## config.mk

```make
export PLATFORM = sky130hd
export DESIGN_NAME = idpc_controller
export DESIGN_NICKNAME = d
export VERILOG_FILES = /design/src/sv/idpc_pkg.sv /design/src/sv/idpc_controller.sv
export SDC_FILE = /design/constraint.sdc
export NUM_CORES = 1
export LEC_CHECK = 0
export ABC_AREA = 1
export BUFFER_PORTS_ARGS = -buffer_cell sky130_fd_sc_hd__buf_2
export CAP_MARGIN = 15
export CORE_AREA = 3 3 40 42
export CTS_CLUSTER_SIZE = 10
export DETAILED_ROUTE_END_ITERATION = 6
export DIE_AREA = 0 0 43 45
export HOLD_SLACK_MARGIN = 0.12
export PLACE_DENSITY_LB_ADDON = 0.15
export SKIP_CTS_REPAIR_TIMING = 1
export SLEW_MARGIN = 30
export SYNTH_ARGS = -nofsm -noshare
export SYNTH_HDL_FRONTEND = slang
export SYNTH_SLANG_ARGS = --single-unit
export TNS_END_PERCENT = 50
```

## constraint.sdc

```tcl
create_clock -name clk -period 1.2 [get_ports clk]
set_clock_uncertainty 0.1 [all_clocks]
set_input_delay 0.24 -clock clk [delete_from_list [all_inputs] [get_ports clk]]
set_output_delay 0.24 -clock clk [all_outputs]
set_load 0.005 [all_outputs]
```

## src/sv/idpc_pkg.sv

```systemverilog
// shared constants, state and control types of the pixel correlator
// depends on nothing
`timescale 1ns / 1ps

package idpc_pkg;
  localparam int STRIPS  = 40;
  localparam int PIXELS  = STRIPS * STRIPS;
  localparam int IDX_W   = $clog2(PIXELS);
  localparam int COORD_W = 6;
  localparam int STAMP_W = 48;

  localparam logic OP_IMPLANT = 1'b0;
  localparam logic OP_DECAY   = 1'b1;

  typedef enum logic [2:0] {
    S_CLEAR,
    S_IDLE,
    S_IMP_RD,
    S_IMP_WR,
    S_DEC_SCAN,
    S_DEC_DRAIN,
    S_FIN
  } state_t;

  typedef struct packed {
    logic clear_wr;
    logic take_item;
    logic imp_rd;
    logic imp_wr;
    logic scan_step;
    logic load_result;
  } cmd_t;

  typedef struct packed {
    logic clear_last;
    logic scan_last;
    logic out_free;
  } status_t;
endpackage

```

## src/sv/idpc_controller.sv

```systemverilog
// sequencing state machine for clear, implant and decay handling
// depends on idpc_pkg
`timescale 1ns / 1ps

module idpc_controller (
  input  logic              clk,
  input  logic              rst,
  input  logic              in_valid,
  input  logic              in_op,
  output logic              in_ready,
  input  idpc_pkg::status_t status,
  output idpc_pkg::cmd_t    cmd
);
  import idpc_pkg::*;

  state_t state;
  state_t state_next;

  always_ff @(posedge clk) begin
    if (rst) begin
      state <= S_CLEAR;
    end else begin
      state <= state_next;
    end
  end

  always_comb begin
    state_next = state;
    cmd        = '0;
    in_ready   = 1'b0;
    case (state)
      S_CLEAR: begin
        cmd.clear_wr = 1'b1;
        if (status.clear_last) begin
          state_next = S_IDLE;
        end
      end
      S_IDLE: begin
        in_ready = 1'b1;
        if (in_valid) begin
          cmd.take_item = 1'b1;
          state_next    = (in_op == OP_DECAY) ? S_DEC_SCAN : S_IMP_RD;
        end
      end
      S_IMP_RD: begin
        cmd.imp_rd = 1'b1;
        state_next = S_IMP_WR;
      end
      S_IMP_WR: begin
        cmd.imp_wr = 1'b1;
        state_next = S_FIN;
      end
      S_DEC_SCAN: begin
        cmd.scan_step = 1'b1;
        if (status.scan_last) begin
          state_next = S_DEC_DRAIN;
        end
      end
      S_DEC_DRAIN: begin
        state_next = S_FIN;
      end
      S_FIN: begin
        if (status.out_free) begin
          cmd.load_result = 1'b1;
          state_next      = S_IDLE;
        end
      end
      default: begin
        state_next = S_IDLE;
      end
    endcase
  end
endmodule

```

Word level (Yosys, flattened, before mapping)
Index checks and enable logic that the tools add are counted.

Latch bits: 0. Input bits: 7. Memories kept: 0. Logic and storage cells: 29. ROM bits: 0. Bits in writable memories: 0. Register bits: 3.

Mux-type cells: 15. Equal/unequal tests: 10. Magnitude comparators: 0. $mul: 0. Bitwise gates (word level): 0. $add $sub $neg: 0. Shifts and indexed selects: 0. Reduce and logical (&&, ||, !) cells: 3. Divide/modulo/power cells: 0.

Operators with widths (count): case mux 3 bit (6 select lines) (1); two-way mux 3 bit (5); equality test 3 bit, second input constant (3); two-way mux 1 bit (9); != test 2 bit, second input constant (4); equality test 3 x 2 -> 1 bit, second input constant (2); AND reduction 4 bit (1); equality test 3 x 1 -> 1 bit, second input constant (1); logical NOT 3 bit (1); OR reduction 2 bit (1).

Depth between registers and ports, before layout
Depth in word-level cells: 3. Gate-level depth with buffers: 8. Gate-level depth less buffers: 8.

Worst setup path after synthesis
No wires, ideal clock.

Kind: flip-flop to flip-flop. From: register state[0]. To: register state[1]. Period minus slack after synthesis: 1.142 ns. Arrival time: 0.928 ns. Setup slack: 0.058 ns. Data required time: 0.986 ns. Library setup time: 0.114 ns. Stages on the path, launching flop included: 8. Cell sequence: dfxtp_1 nor2_2 nand3_1 nand2_2 nor2_4 nand2_1 nand2_1 nor2_2.

Cells in the longest elaborated chain, start to end: 3.

RTL lines: start, declared (RTL line idpc_controller.sv:16) `state_t state;`; start signal, assigned (RTL line idpc_controller.sv:23) `state <= state_next;`; equality test 3 x 2 -> 1 bit (tied with other cells) (RTL line idpc_controller.sv:31) `case (state)`; OR reduction 2 bit (no line) / != test 2 bit (equally long branches); case mux 3 bit (6 select lines) / AND reduction 4 bit (equally long branches).

Several ways; a longest one is shown, not always the timed one. A chain may end at the register's enable or synchronous reset.

==> flow_summary_export.csv <==
group,metric,value,unit
status,outcome,"finished with violations",
status,violations,"negative setup slack",
clocking,cts.sinks,3,
yosys,ys_warn_count,0,
global_routing,antenna_found_initial,0,
floorplanning,io_pins,14,
hold_path,whs_path_depth,6,
yosys,synth.top_cells.by_area,"dfxtp_1, nand3_1, inv_1",
worst_setup_path,rrSetupSlack,-50,ps
finish,regMostFlops,"state",
yosys,ys.flop_type,"dfxtp_1",
floorplanning,initial_core_util,25.6,%
worst_setup_path,slowest_delay,380,ps
power,ir_drop,0.928,mV
worst_setup_path,worstSetupStartpointType,"flip-flop",
route,firstDrtPassIters,4,
floorplanning,rows,13,
clocking,clk_latency,230,ps
worst_setup_path,crit_path_end_kind,"primary output",
placed_design,place_hpwl,628,um
yosys,synth-async-reset-ratio,0,%
clocking,cts.htree.levels,1,
clocking,cts_buffer_depth,2,
finish,largest_register_ffs,3,
finish,antennaDiodeCount,0,
global_routing,first_global_vias,325,
route,route.detailed.drc,0,
finish,area_growth,65.4,%
timing,tightestPinTransition,137,ps
yosys,synth-edff-count,0,
worst_setup_path,path_cells,"buf_6, nor3_4, buf_2",
route,ant_nets,0,
yosys,yosys_register_bits,3,
worst_setup_path,r2r-start,"state[2]",
worst_setup_path,r2r-end,"state[1]",
power,power_density,2350,mW/mm^2
floorplanning,chipWidth,43,um
power,p_leak,0.315,nW
floorplanning,dieArea,0.00194,mm^2
timing,final.min_clock_period,1370,ps
yosys,syn_avg_cell_area,5.77,um^2
global_routing,grt_max_degree,9,
route,wl_per_cell,8.83,um
run,drv_cap,0,
timing,slew_viol_final,0,
yosys,yosysTopAreaCell,"dfxtp_1",
timing,layout_setup_ws,-166,ps
global_routing,overflow,0,
worst_setup_path,cp.depth,3,
finish,fin_nets,88,
placed_design,place.gp.congestion,0.705,
yosys,syn_inst,57,
finish,reg.largest.list,"state: 3 flops",
global_routing,grt_pass1_wl,1.33,mm
route,vias_per_cell,4.03,
finish,fin_util,42.4,%
placed_design,placedCellCount,88,
worst_setup_path,arrival,1030,ps
route,drtIter0Drc,5,
hold_path,whs_endpoint,"state[1]",
yosys,yosysTopAreaCellShare,18.3,%
yosys,syn-num-nets,64,
finish,fin_cells,95,
worst_setup_path,crit_type,"reg2out",
timing,setup_viol,9,
clocking,clkTransAtPathRegs,40,ps
clocking,root_buffer,"clkbuf_4",
floorplanning,design.core.area,0.00128,mm^2
floorplanning,die_y,45,um
worst_setup_path,critPathBufInv,2,
global_routing,grtUsageTotal,8.55,%
yosys,synth_area,329,um^2
worst_setup_path,worst_path_max_delay_cell,"dfxtp_4",
worst_setup_path,crit_required,860,ps
yosys,synth-seq-area-share,18.3,%
clocking,numCtsBuffers,3,
finish,layout-drive-gt1-share,55.0,%
route,vias,383,
worst_setup_path,cp_max_fo,8,
timing,rsz0062_at_grt,"yes",
timing,hold_viol,0,
finish,fillerInstances,142,
placed_design,io_buffers,13,
route,wl,839,um
clocking,cts_tree,"built",
timing,slew_headroom,90.7,%
worst_setup_path,reg2reg_depth,8,
yosys,synth_common_cells,"inv_1, nor2_1, nand3_1",
hold_path,hp-class,"in2reg",
timing,post-route-period-util,114,%
yosys,synth_cell_types,16,
hold_path,hold_start,"in_op",
worst_setup_path,crit_family,"flip-flops",
timing,max_freq,732,MHz
## routing by layer
metal / vias to the layer above / share of wire (%) / global-route usage (%)
met4: 0 / 0 / 0
met3: 0 / 5.4 / 2.39
li1: 219 / - / -
met2: 10 / 43 / 12.9
met1: 154 / 51 / 12.9
met5: - / 0 / 0
## worst max-delay path by stage
stage                         from  endpoint  slack [ps]
final                     state[1]    cmd[5]        -170
after global routing      state[1]    cmd[5]        -210
after CTS                 state[1]    cmd[5]        -290
after detailed placement  state[1]  state[1]         -90
after global placement    state[1]  state[1]         -90
after floorplan           state[0]  state[1]          60
## tightest hold or removal path, cell delays in order
cell     delay [ps]
buf_2            90
nor2_1           40
nor2_1           90
nand2_1          50
nand2_1          60
nor2_2           30
## cell usage in the layout, fill, tap and decap left out
cell	instances
buf_4	5
nand3_1	8
dfxtp_4	3
nand3_2	2
nor2_4	2
buf_2	13
dlygate4sd3_1	1
clkbuf_1	1
nor3_4	1
clkbuf_4	3
o21ai_0	1
buf_6	2
nand3_4	1
inv_1	11
inv_2	1
nor2_2	4
nand2_1	3
inv_4	2
nor2_1	10
a21oi_2	1
nand4_1	1
nand2_2	4
## where the power goes
part | leakage (nW) | switching (mW) | internal [mW]
Clock | 0.0150 | 0.0542 | 0.125
Combinational | 0.273 | 0.416 | 0.402
Sequential | 0.0267 | 0.118 | 0.166
## logic make-up (layout without fill, tap and decap cells)
kind of cell           Yosys count  in the layout  share of synthesized area [%]
buffers and inverters           16             39                           21.7
AOI/OAI and AO/OA                2              2                           3.04
DFF                              3              3                           18.3
and+or+nand+nor                 36             36                           57.0
## final cells by class
| class | instances | area, um^2 | area share [%] |
|---|---|---|---|
| inverter | 14 | 57.6 | 10.6 |
| timing repair buffer | 21 | 135 | 24.8 |
| clock buffer | 4 | 26.3 | 4.83 |
| sequential | 3 | 71.3 | 13.1 |
| tap | 15 | 18.8 | 3.45 |
| multi-input combinational | 38 | 235 | 43.2 |
## per-stage QoR
stage          hold slack (ps)  power [mW]  instance area (um^2)  setup slack [ps]  setup TNS, ps
4_1_cts                   85.2        1.08                   458              -287          -1890
3_3_place_gp               328       0.898                   432             -91.8           -202
6_report                   302        1.28                   544              -166           -846
5_1_grt                    352        1.41                   544              -210          -1490
2_1_floorplan              209       0.685                   329              58.5              0
3_5_place_dp               323       0.894                   432             -85.7           -197
No activity file was read; power rests on OpenSTA's default activity.
